File: src/prmi_pkg.sv
// Shared types and constants for the protection region map insert block.
// No dependencies; compiled before every other file.
package prmi_pkg;

    localparam int DEF_MAX_ENTRIES = 16;
    localparam int DEF_ADDR_BITS   = 48;
    localparam int ATTR_W          = 16;
    localparam int IDX_W           = 4;

    typedef enum logic [1:0] {
        OP_CLEAR  = 2'd0,
        OP_APPEND = 2'd1,
        OP_INSERT = 2'd2,
        OP_READ   = 2'd3
    } prmi_op_t;

    typedef enum logic [1:0] {
        ST_OK       = 2'd0,
        ST_BOUNDS   = 2'd1,
        ST_NOREGION = 2'd2,
        ST_FULL     = 2'd3
    } prmi_status_t;

    typedef enum logic [2:0] {
        S_IDLE,
        S_EXEC,
        S_SEARCH,
        S_DECIDE,
        S_WRITE,
        S_READ,
        S_DONE
    } prmi_state_t;

    // How the matched entry is rewritten
    typedef enum logic [2:0] {
        K_EXACT,
        K_SPLIT_BASE,
        K_SPLIT_LIMIT,
        K_SPLIT3,
        K_APPEND
    } prmi_kind_t;

endpackage

File: src/prmi_if.sv
// Request and response channel interfaces (valid/ready plus payload).
// Depends on prmi_pkg.
interface prmi_req_if #(
    parameter int ADDR_BITS = prmi_pkg::DEF_ADDR_BITS
);
    import prmi_pkg::*;

    logic                  valid;
    logic                  ready;
    prmi_op_t              op;
    logic [ADDR_BITS-1:0]  base;
    logic [ADDR_BITS-1:0]  size;
    logic [ATTR_W-1:0]     attr;
    logic [IDX_W-1:0]      entry_index;

    modport source (output valid, op, base, size, attr, entry_index, input ready);
    modport sink   (input valid, op, base, size, attr, entry_index, output ready);
endinterface

interface prmi_rsp_if #(
    parameter int MAX_ENTRIES = prmi_pkg::DEF_MAX_ENTRIES,
    parameter int ADDR_BITS   = prmi_pkg::DEF_ADDR_BITS
);
    import prmi_pkg::*;

    localparam int CW = $clog2(MAX_ENTRIES + 1);

    logic                  valid;
    logic                  ready;
    prmi_status_t          status;
    logic [CW-1:0]         entry_count;
    logic [ADDR_BITS-1:0]  read_base;
    logic [ADDR_BITS:0]    read_limit;
    logic [ATTR_W-1:0]     read_attr;

    modport source (output valid, status, entry_count, read_base, read_limit, read_attr,
                    input ready);
    modport sink   (input valid, status, entry_count, read_base, read_limit, read_attr,
                    output ready);
endinterface

File: src/protection_region_map_insert.sv
// Top level of the protection region map insert block: sequencer and result register.
// Depends on prmi_pkg, prmi_if (prmi_req_if, prmi_rsp_if) and prmi_mem.
//
//  channel | dir | transfer content
//  --------+-----+----------------------------------------------
//  req     | in  | op, base, size, attr, entry_index
//  rsp     | out | status, entry_count, read_base/limit/attr
//
// Clear goes from EXEC to DONE; append writes in WRITE and read fetches in READ, unless rejected.
// Insert scans in SEARCH: the single comparator checks one entry per cycle
// through the table's one read port, then DECIDE picks the rewrite and one to three table
// writes go through the one write port (none when a three-way split finds the table
// full). An insert with no containing region, or on a full table, makes no write.
// Reset clears the entry count and the sequencer; table contents are kept.
// A result held by a stalled rsp blocks the load of the next result; the sequencer waits in DONE and takes no request.
module protection_region_map_insert #(
    parameter int MAX_ENTRIES = prmi_pkg::DEF_MAX_ENTRIES,
    parameter int ADDR_BITS   = prmi_pkg::DEF_ADDR_BITS
) (
    input  logic            clk,
    input  logic            rst_n,
    prmi_req_if.sink        req,
    prmi_rsp_if.source      rsp
);
    import prmi_pkg::*;

    localparam int AW   = $clog2(MAX_ENTRIES);
    localparam int CW   = $clog2(MAX_ENTRIES + 1);
    localparam int EW   = ADDR_BITS + 1;
    localparam int DW   = 2 * EW + ATTR_W;
    localparam int CMPW = (CW > IDX_W) ? CW : IDX_W;

    // Sequencer and captured request
    prmi_state_t         state_reg, state_next;
    logic [CW-1:0]       count_reg, count_next;
    prmi_op_t            op_reg, op_next;
    logic [ADDR_BITS-1:0] b_reg, b_next;
    logic [EW-1:0]       l_reg, l_next;
    logic [ATTR_W-1:0]   a_reg, a_next;
    logic [IDX_W-1:0]    ri_reg, ri_next;

    // Search and rewrite
    logic [CW-1:0]       scan_reg, scan_next;
    logic                cmp_vld_reg, cmp_vld_next;
    logic [AW-1:0]       hit_idx_reg, hit_idx_next;
    logic [EW-1:0]       hit_base_reg, hit_base_next;
    logic [EW-1:0]       hit_limit_reg, hit_limit_next;
    logic [ATTR_W-1:0]   hit_attr_reg, hit_attr_next;
    prmi_kind_t          kind_reg, kind_next;
    logic [1:0]          step_reg, step_next;
    logic [1:0]          last_reg, last_next;

    // Staged result
    prmi_status_t        res_status_reg, res_status_next;
    logic [ADDR_BITS-1:0] res_base_reg, res_base_next;
    logic [EW-1:0]       res_limit_reg, res_limit_next;
    logic [ATTR_W-1:0]   res_attr_reg, res_attr_next;

    // Output register
    logic                rsp_valid_reg, rsp_valid_next;
    prmi_status_t        rsp_status_reg, rsp_status_next;
    logic [CW-1:0]       rsp_count_reg, rsp_count_next;
    logic [ADDR_BITS-1:0] rsp_base_reg, rsp_base_next;
    logic [EW-1:0]       rsp_limit_reg, rsp_limit_next;
    logic [ATTR_W-1:0]   rsp_attr_reg, rsp_attr_next;

    // Table port signals
    logic                mem_we;
    logic [AW-1:0]       mem_waddr;
    logic [DW-1:0]       mem_wdata;
    logic [AW-1:0]       mem_raddr;
    logic [DW-1:0]       mem_rdata;

    logic [EW-1:0]       rd_base;
    logic [EW-1:0]       rd_limit;
    logic [ATTR_W-1:0]   rd_attr;
    logic [EW-1:0]       b_ext;
    logic [CMPW-1:0]     ri_ext;
    logic [CMPW-1:0]     count_ext;
    logic                hit;
    logic [CW-1:0]       scan_prev;
    logic [CW-1:0]       count_p1;
    logic [CW:0]         count_p2;
    logic [CW-1:0]       inc;

    prmi_mem #(
        .DEPTH  (MAX_ENTRIES),
        .DATA_W (DW)
    ) u_mem (
        .clk   (clk),
        .we    (mem_we),
        .waddr (mem_waddr),
        .wdata (mem_wdata),
        .raddr (mem_raddr),
        .rdata (mem_rdata)
    );

    // Unpack entry word and form shared operands
    assign rd_base   = mem_rdata[DW-1 -: EW];
    assign rd_limit  = mem_rdata[ATTR_W +: EW];
    assign rd_attr   = mem_rdata[ATTR_W-1:0];
    assign b_ext     = {1'b0, b_reg};
    assign ri_ext    = CMPW'(ri_reg);
    assign count_ext = CMPW'(count_reg);
    assign scan_prev = scan_reg - CW'(1);
    assign count_p1  = count_reg + CW'(1);
    assign count_p2  = {1'b0, count_reg} + (CW+1)'(2);

    // Shared containment compare
    assign hit = (b_ext >= rd_base) && (l_reg <= rd_limit);

    // Count growth per rewrite kind
    always_comb
    begin
        case (kind_reg)
            K_EXACT:  inc = CW'(0);
            K_SPLIT3: inc = CW'(2);
            default:  inc = CW'(1);
        endcase
    end

    // Register control state
    always_ff @(posedge clk or negedge rst_n)
    begin
        if (!rst_n)
        begin
            state_reg     <= S_IDLE;
            count_reg     <= '0;
            rsp_valid_reg <= 1'b0;
        end
        else
        begin
            state_reg     <= state_next;
            count_reg     <= count_next;
            rsp_valid_reg <= rsp_valid_next;
        end
    end

    // Register payload and working state
    always_ff @(posedge clk)
    begin
        op_reg         <= op_next;
        b_reg          <= b_next;
        l_reg          <= l_next;
        a_reg          <= a_next;
        ri_reg         <= ri_next;
        scan_reg       <= scan_next;
        cmp_vld_reg    <= cmp_vld_next;
        hit_idx_reg    <= hit_idx_next;
        hit_base_reg   <= hit_base_next;
        hit_limit_reg  <= hit_limit_next;
        hit_attr_reg   <= hit_attr_next;
        kind_reg       <= kind_next;
        step_reg       <= step_next;
        last_reg       <= last_next;
        res_status_reg <= res_status_next;
        res_base_reg   <= res_base_next;
        res_limit_reg  <= res_limit_next;
        res_attr_reg   <= res_attr_next;
        rsp_status_reg <= rsp_status_next;
        rsp_count_reg  <= rsp_count_next;
        rsp_base_reg   <= rsp_base_next;
        rsp_limit_reg  <= rsp_limit_next;
        rsp_attr_reg   <= rsp_attr_next;
    end

    // Sequence the operation
    always_comb
    begin
        state_next      = state_reg;
        count_next      = count_reg;
        op_next         = op_reg;
        b_next          = b_reg;
        l_next          = l_reg;
        a_next          = a_reg;
        ri_next         = ri_reg;
        scan_next       = scan_reg;
        cmp_vld_next    = cmp_vld_reg;
        hit_idx_next    = hit_idx_reg;
        hit_base_next   = hit_base_reg;
        hit_limit_next  = hit_limit_reg;
        hit_attr_next   = hit_attr_reg;
        kind_next       = kind_reg;
        step_next       = step_reg;
        last_next       = last_reg;
        res_status_next = res_status_reg;
        res_base_next   = res_base_reg;
        res_limit_next  = res_limit_reg;
        res_attr_next   = res_attr_reg;
        rsp_valid_next  = rsp_valid_reg && !rsp.ready;
        rsp_status_next = rsp_status_reg;
        rsp_count_next  = rsp_count_reg;
        rsp_base_next   = rsp_base_reg;
        rsp_limit_next  = rsp_limit_reg;
        rsp_attr_next   = rsp_attr_reg;
        req.ready       = 1'b0;
        mem_we          = 1'b0;
        mem_waddr       = hit_idx_reg;
        mem_wdata       = {b_ext, l_reg, a_reg};
        mem_raddr       = scan_reg[AW-1:0];

        unique case (state_reg)
            S_IDLE:
            begin
                // Take the request and form the exclusive limit
                req.ready = 1'b1;
                if (req.valid)
                begin
                    op_next    = req.op;
                    b_next     = req.base;
                    l_next     = {1'b0, req.base} + {1'b0, req.size};
                    a_next     = req.attr;
                    ri_next    = req.entry_index;
                    state_next = S_EXEC;
                end
            end

            S_EXEC:
            begin
                res_status_next = ST_OK;
                res_base_next   = '0;
                res_limit_next  = '0;
                res_attr_next   = '0;
                unique case (op_reg)
                    OP_CLEAR:
                    begin
                        count_next = '0;
                        state_next = S_DONE;
                    end
                    OP_APPEND:
                    begin
                        if (count_reg >= CW'(MAX_ENTRIES))
                        begin
                            res_status_next = ST_FULL;
                            state_next      = S_DONE;
                        end
                        else
                        begin
                            kind_next  = K_APPEND;
                            step_next  = 2'd1;
                            last_next  = 2'd1;
                            state_next = S_WRITE;
                        end
                    end
                    OP_INSERT:
                    begin
                        if (count_reg >= CW'(MAX_ENTRIES))
                        begin
                            res_status_next = ST_BOUNDS;
                            state_next      = S_DONE;
                        end
                        else
                        begin
                            scan_next    = '0;
                            cmp_vld_next = 1'b0;
                            state_next   = S_SEARCH;
                        end
                    end
                    OP_READ:
                    begin
                        if ((ri_ext >= count_ext) || (ri_ext >= CMPW'(MAX_ENTRIES)))
                        begin
                            res_status_next = ST_BOUNDS;
                            state_next      = S_DONE;
                        end
                        else
                        begin
                            mem_raddr  = ri_ext[AW-1:0];
                            state_next = S_READ;
                        end
                    end
                    default:
                    begin
                        state_next = S_DONE;
                    end
                endcase
            end

            S_READ:
            begin
                res_base_next  = rd_base[ADDR_BITS-1:0];
                res_limit_next = rd_limit;
                res_attr_next  = rd_attr;
                state_next     = S_DONE;
            end

            S_SEARCH:
            begin
                // Issue one address and check the previous entry each cycle
                if (cmp_vld_reg && hit)
                begin
                    hit_idx_next   = scan_prev[AW-1:0];
                    hit_base_next  = rd_base;
                    hit_limit_next = rd_limit;
                    hit_attr_next  = rd_attr;
                    state_next     = S_DECIDE;
                end
                else if (scan_reg < count_reg)
                begin
                    scan_next    = scan_reg + CW'(1);
                    cmp_vld_next = 1'b1;
                end
                else
                begin
                    res_status_next = ST_NOREGION;
                    state_next      = S_DONE;
                end
            end

            S_DECIDE:
            begin
                // Pick exact match, two-way or three-way split, or reject a three-way split on a full table
                step_next  = 2'd0;
                state_next = S_WRITE;
                if ((b_ext == hit_base_reg) && (l_reg == hit_limit_reg))
                begin
                    kind_next = K_EXACT;
                    last_next = 2'd0;
                end
                else if (b_ext == hit_base_reg)
                begin
                    kind_next = K_SPLIT_BASE;
                    last_next = 2'd1;
                end
                else if (l_reg == hit_limit_reg)
                begin
                    kind_next = K_SPLIT_LIMIT;
                    last_next = 2'd1;
                end
                else if (count_p2 > (CW+1)'(MAX_ENTRIES))
                begin
                    res_status_next = ST_FULL;
                    state_next      = S_DONE;
                end
                else
                begin
                    kind_next = K_SPLIT3;
                    last_next = 2'd2;
                end
            end

            S_WRITE:
            begin
                // Write one entry per cycle
                mem_we = 1'b1;
                case (step_reg)
                    2'd0:
                    begin
                        mem_waddr = hit_idx_reg;
                        case (kind_reg)
                            K_EXACT:      mem_wdata = {b_ext, l_reg, a_reg};
                            K_SPLIT_BASE: mem_wdata = {l_reg, hit_limit_reg, hit_attr_reg};
                            default:      mem_wdata = {hit_base_reg, b_ext, hit_attr_reg};
                        endcase
                    end
                    2'd1:
                    begin
                        mem_waddr = count_reg[AW-1:0];
                        mem_wdata = {b_ext, l_reg, a_reg};
                    end
                    2'd2:
                    begin
                        mem_waddr = count_p1[AW-1:0];
                        mem_wdata = {l_reg, hit_limit_reg, hit_attr_reg};
                    end
                    default:
                    begin
                        mem_we = 1'b0;
                    end
                endcase
                if (step_reg == last_reg)
                begin
                    count_next      = count_reg + inc;
                    res_status_next = ST_OK;
                    state_next      = S_DONE;
                end
                else
                begin
                    step_next = step_reg + 2'd1;
                end
            end

            S_DONE:
            begin
                // Load the output register once it is free
                if (!rsp_valid_reg || rsp.ready)
                begin
                    rsp_valid_next  = 1'b1;
                    rsp_status_next = res_status_reg;
                    rsp_count_next  = count_reg;
                    rsp_base_next   = res_base_reg;
                    rsp_limit_next  = res_limit_reg;
                    rsp_attr_next   = res_attr_reg;
                    state_next      = S_IDLE;
                end
            end

            default:
            begin
                state_next = S_IDLE;
            end
        endcase
    end

    // Drive the response channel
    assign rsp.valid       = rsp_valid_reg;
    assign rsp.status      = rsp_status_reg;
    assign rsp.entry_count = rsp_count_reg;
    assign rsp.read_base   = rsp_base_reg;
    assign rsp.read_limit  = rsp_limit_reg;
    assign rsp.read_attr   = rsp_attr_reg;

endmodule

File: src/prmi_mem.sv
// Region table storage: one write port, one read port with registered data.
// Depends on nothing; sized by its parameters.
module prmi_mem #(
    parameter int DEPTH  = 16,
    parameter int DATA_W = 114
) (
    input  logic                     clk,
    input  logic                     we,
    input  logic [$clog2(DEPTH)-1:0] waddr,
    input  logic [DATA_W-1:0]        wdata,
    input  logic [$clog2(DEPTH)-1:0] raddr,
    output logic [DATA_W-1:0]        rdata
);

    logic [DATA_W-1:0] mem [DEPTH];
    logic [DATA_W-1:0] rdata_reg;

    // Write one entry per cycle
    always_ff @(posedge clk)
    begin
        if (we)
        begin
            mem[waddr] <= wdata;
        end
    end

    // Register read data
    always_ff @(posedge clk)
    begin
        rdata_reg <= mem[raddr];
    end

    assign rdata = rdata_reg;

endmodule

File: src/flat_wrapper.sv
// flat-port wrapper written by rule: the top's interface ports become plain ports
module protection_region_map_insert_flat import prmi_pkg::*;
#(
    parameter int MAX_ENTRIES = prmi_pkg::DEF_MAX_ENTRIES,
    parameter int ADDR_BITS   = prmi_pkg::DEF_ADDR_BITS
)
  (clk, rst_n, req_valid, req_op, req_base, req_size, req_attr, req_entry_index, req_ready, rsp_valid, rsp_status, rsp_entry_count, rsp_read_base, rsp_read_limit, rsp_read_attr, rsp_ready);
  prmi_req_if #(.ADDR_BITS(ADDR_BITS)) req_i ();
  prmi_rsp_if #(.MAX_ENTRIES(MAX_ENTRIES), .ADDR_BITS(ADDR_BITS)) rsp_i ();
  input  logic clk;
  input  logic rst_n;
  input wire logic [$bits(req_i.valid)-1:0] req_valid;
  input wire logic [$bits(req_i.op)-1:0] req_op;
  input wire logic [$bits(req_i.base)-1:0] req_base;
  input wire logic [$bits(req_i.size)-1:0] req_size;
  input wire logic [$bits(req_i.attr)-1:0] req_attr;
  input wire logic [$bits(req_i.entry_index)-1:0] req_entry_index;
  output wire logic [$bits(req_i.ready)-1:0] req_ready;
  output wire logic [$bits(rsp_i.valid)-1:0] rsp_valid;
  output wire logic [$bits(rsp_i.status)-1:0] rsp_status;
  output wire logic [$bits(rsp_i.entry_count)-1:0] rsp_entry_count;
  output wire logic [$bits(rsp_i.read_base)-1:0] rsp_read_base;
  output wire logic [$bits(rsp_i.read_limit)-1:0] rsp_read_limit;
  output wire logic [$bits(rsp_i.read_attr)-1:0] rsp_read_attr;
  input wire logic [$bits(rsp_i.ready)-1:0] rsp_ready;
  assign req_i.valid = req_valid;
  assign req_i.op = req_op;
  assign req_i.base = req_base;
  assign req_i.size = req_size;
  assign req_i.attr = req_attr;
  assign req_i.entry_index = req_entry_index;
  assign req_ready = req_i.ready;
  assign rsp_valid = rsp_i.valid;
  assign rsp_status = rsp_i.status;
  assign rsp_entry_count = rsp_i.entry_count;
  assign rsp_read_base = rsp_i.read_base;
  assign rsp_read_limit = rsp_i.read_limit;
  assign rsp_read_attr = rsp_i.read_attr;
  assign rsp_i.ready = rsp_ready;
  protection_region_map_insert #(.MAX_ENTRIES(MAX_ENTRIES), .ADDR_BITS(ADDR_BITS)) u_core (.clk(clk), .rst_n(rst_n), .req(req_i), .rsp(rsp_i));
endmodule
File: config.mk
export PLATFORM = sky130hd
export DESIGN_NAME = protection_region_map_insert_flat
export DESIGN_NICKNAME = d
export VERILOG_FILES = /design/src/prmi_pkg.sv /design/src/prmi_if.sv /design/src/protection_region_map_insert.sv /design/src/prmi_mem.sv /design/src/flat_wrapper.sv
export SDC_FILE = /design/constraint.sdc
export NUM_CORES = 2
export LEC_CHECK = 0
export ABC_AREA = 1
export BUFFER_PORTS_ARGS = -buffer_cell sky130_fd_sc_hd__buf_4
export CAP_MARGIN = 25
export CORE_UTILIZATION = 55
export CTS_BUF_LIST = sky130_fd_sc_hd__clkbuf_16
export DETAILED_ROUTE_END_ITERATION = 8
export PLACE_DENSITY_LB_ADDON = 0.2
export SETUP_SLACK_MARGIN = 0.5
export SYNTH_ARGS = -nofsm -noshare
export SYNTH_HDL_FRONTEND = slang
export SYNTH_HIERARCHICAL = 1
export SYNTH_SLANG_ARGS = --single-unit
File: constraint.sdc
create_clock -name clk -period 22 [get_ports clk]
set_clock_uncertainty 0.1 [all_clocks]
set_input_delay 3.3 -clock clk [delete_from_list [all_inputs] [get_ports clk]]
set_output_delay 3.3 -clock clk [all_outputs]
set_load 0.02 [all_outputs]
==> summary by stage <==
Worst setup path
The slowest library cell on the worst path is sky130_fd_sc_hd__buf_4. The cell repeated most along the worst path is sky130_fd_sc_hd__buf_4. STA classifies the critical path startpoint as a flop. The critical path is of the flop to flop type. The data required time of the critical path is 22.39 ns. In this run the worst path has a maximum fanout of 52. The launch point of the critical path is u_core/step_reg[0].

The nature of the critical path endpoint is a flop. The critical path goes through inv_1, ha_1, buf_4, clkinv_1, a21oi_1, o21ai_0, a2bb2oi_1, nand3b_1, nor2_4, buf_4, buf_4. Data arrives at the worst endpoint at 7.00 ns. The critical path's largest stage delay is 0.96 ns. The startpoint of the most critical register-to-register path is u_core/step_reg[0].

Pwr
The peak ir drop on the vdd network is 0.0844 mV. The fraction of power consumed by sequential logic is 47.0%. The internal power is 0.00908 W. The switching fraction of total power is 33.0%. The leakage power summed over all cells is 51.1 nW. Summed over all nets, the switching power comes to 0.00448 W.

The clock network is responsible for 30.0% of the overall power. The power density normalized to cell area is 113 nW/um2. The logic gate share of total power is 23.1%.

Logic synthesis
In the synthesized netlist, the cells that appear most often are sky130_fd_sc_hd__nand2_1 (2904), sky130_fd_sc_hd__edfxtp_1 (2309), sky130_fd_sc_hd__inv_1 (1800). The proportion of register bits with asynchronous set or reset after synthesis is 0.370%. Counting flops with a built-in enable in the synthesized netlist gives 2309. The largest area contributor in the synthesized netlist is sky130_fd_sc_hd__edfxtp_1. For this run, the number of Yosys warnings is 6. Counting every net in the synthesized netlist gives 10625.

Yosys mapped the design onto 59 distinct sky130hd cell types. In the post-synthesis netlist, the biggest area contributors are sky130_fd_sc_hd__edfxtp_1 (65%), sky130_fd_sc_hd__nand2_1 (10%), sky130_fd_sc_hd__nand3_1 (6.7%). The most used standard cell by instance count after synthesis is sky130_fd_sc_hd__nand2_1. The flip-flop and latch count after synthesis is 2432. The average instance in the mapped netlist occupies 10.4 um2. In this run the biggest area consumer among cell types represents 64.6% of the synthesized area.

The mapped netlist covers 107000 um2. The post-synthesis cell count is 10335. The sequential cell area fraction in the yosys report is 66.9%. For this run, the leading register cell type out of synthesis is sky130_fd_sc_hd__edfxtp_1.

Clock network
The number of setup buffers added after CTS is 0. In this run the deepest clock path goes through 3 buffers. The TritonCTS sink count is 2432. The number of gates resized after CTS was 0. The H-tree depth is 4. The tree is rooted in a sky130_fd_sc_hd__clkbuf_16. The number of hold buffers added after CTS is 0.

The number of buffers created by CTS is 237. Clock latency on the worst-skew pair, taken at its later pin, is 0.94 ns. The clock tree from TritonCTS is yes. The clock edge transition at the registers on the reported setup and hold paths is 0.07 ns.

Timing
The worst path uses 30.0% of the clock period. The count of final setup violators is 0. The achievable frequency is 0.151 GHz. The total negative slack is 0 ns. Setup repair after global routing left no endpoint under its margin. The count of final max-slew check failures is 0.

At the pin with the least slew margin, the transition time is 1.49 ns. Headroom to the max-slew limit came out at 0.935%. The final-report hold violation count is 0. The clock period could shrink to 6.61 ns.

Routing
The detailed-route vias per instance is 5.72. The DRC violation total after the first TritonRoute iteration is 10691. After detailed routing, the number of remaining DRC violations is 0.

The pre-antenna-repair detailed-routing pass consisted of 8 iterations. The routed length per instance is 24.6 um. The detailed router placed 76207 vias in this run. The number of antenna-violating nets in the routed design is 0. The routed wire length is 328000 um.

Placement
The final weighted congestion in routability-driven placement is 0.969. After legalization and detailed placement, the total HPWL measured 200000 um. The placed instance count is 12848. The total of buffers placed on input and output ports is 243.

Die
After floorplanning, the core was sized to cover 193000 um2. The count of pins on the block boundary is 244. The die is 444 um wide. The height of the die is 444 um.

The die covers 197000 um2. Once the floorplan was initialized, standard cells occupied 55.6% of the core. The site row count is 161.

Cells and area
The flip-flop count of the largest register, all copies and words added is 1824. The final net count is 10867. Measured on the finished design, the core utilization comes to 62.3%. In the final layout, the share of cells above drive strength 1 is 8.44%. Excluding fillers, the count of instances in the completed layout stands at 13323. The area added between synthesis and finish is 12.2%.

Global routing
The met3 track demand over resource is 6.77%. The via count of the first global-routing pass is 71664. After global routing the overflow that remains totals 0. The first global-routing pass estimated 477000 um of wire. The number of antenna violations at the first check in global routing was 15. The pin count of the biggest net entering global routing is 200. The global-route track usage on met1 is 47.2%. In the global route stage, met2 resource usage came out at 49.4%. The global routing's busiest layer is met2. The aggregate global-route resource usage is 33.0%.

Worst hold path
The class of the tightest hold or removal check is flop to flop. The startpoint of the tightest hold check path is u_core/res_base_reg[4].

Job
The number of maximum-capacitance constraint violations is 0.

Run status
The run finished with clean final reports.
-- cell type report --
cell class	instances	area, um2
fill	15078	72700
sequential	2432	71800
multi-input combinational	5624	26900
inverter	1813	6840
clock buffer	237	5930
timing repair buffer	469	3910
tap	2526	3160
clock inverter	216	1880
antenna	6	15.0
-- critical path: cells and delay by family (launching register included) --
kind            cells  cell delay, ns
buf+inv             5            2.87
simple gates        2            1.37
compound gates      3            1.10
flops               1            0.50
fa+ha+maj           1            0.14
-- placed cells by master, fill, tap and decap left out, drive strengths merged, types with 49 or more instances in the layout --
cell type | Yosys | layout
a21oi | 182 | 182
buf | 321 | 467
clkbuf | 145 | 239
clkinv | 3 | 114
dfxtp | 114 | 114
edfxtp | 2309 | 2309
ha | 166 | 166
inv | 1810 | 1876
nand2 | 2909 | 2909
nand3 | 1438 | 1438
nor2 | 340 | 340
nor3 | 51 | 51
o21ai | 174 | 174
o221ai | 49 | 49
o22ai | 51 | 51
xor2 | 51 | 51
-- layer usage --
layer  vias to the layer above  wire [um]  share of wire (%)
met5                         -         26             0.0079
met4                         4      13800                4.2
met3                       658      37600                 11
met2                      4398     145000                 44
met1                     36636     132000                 40
li1                      34511          -                  -
-- through the flow --
| stage | cell area, um2 | setup WS [ns] | hold slack, ns | power (W) |
|---|---|---|---|---|
| floorplan | 107000 | 12.11 | 0.300 | 0.00803 |
| global placement | 112000 | 15.43 | 0.302 | 0.00939 |
| detailed placement | 112000 | 15.69 | 0.305 | 0.00946 |
| CTS | 120000 | 15.70 | 0.275 | 0.0135 |
| global route | 120000 | 15.25 | 0.299 | 0.0140 |
| finish | 120000 | 15.39 | 0.296 | 0.0136 |
-- path summary, 6_finish.rpt --
check / depth (start not counted) / endpoint / slack [ns]
worst min register to register: 0 / u_core/rsp.read_base[4] / 0.30
worst min-delay path: 0 / u_core/rsp.read_base[4] / 0.30
min in group asynchronous: 1 / u_core/count_ext[0] / 2.13
worst max-delay path: 11 / u_core/u_mem/mem[7][41] / 15.39
worst max register to register: 11 / u_core/u_mem/mem[7][41] / 15.39
max in group asynchronous: 1 / u_core/state_reg[2] / 19.49
-- cell families (layout without fill, tap and decap cells) --
kind of cell    count (synthesis)  in the layout  share of synthesized area (%)
compound gates                569            569                           3.23
xor+xnor                       89             89                          0.726
fa+ha+maj                     168            168                           1.97
buf+inv                      2279           2735                           8.41
flops                        2432           2432                           66.9
other cells                     0              6                              0
simple gates                 4798           4798                           18.8
-- power groups by stage --
stage | Sequential (W) | Clock (W) | Combinational (W)
floorplan | 0.00639 | 0 | 0.00163
global placement | 0.00644 | 0 | 0.00295
detailed placement | 0.00645 | 0 | 0.00302
CTS | 0.00635 | 0.00411 | 0.00303
global route | 0.00638 | 0.00428 | 0.00333
finish | 0.00637 | 0.00406 | 0.00313
Note: power is estimated with default switching activity, not from simulation.
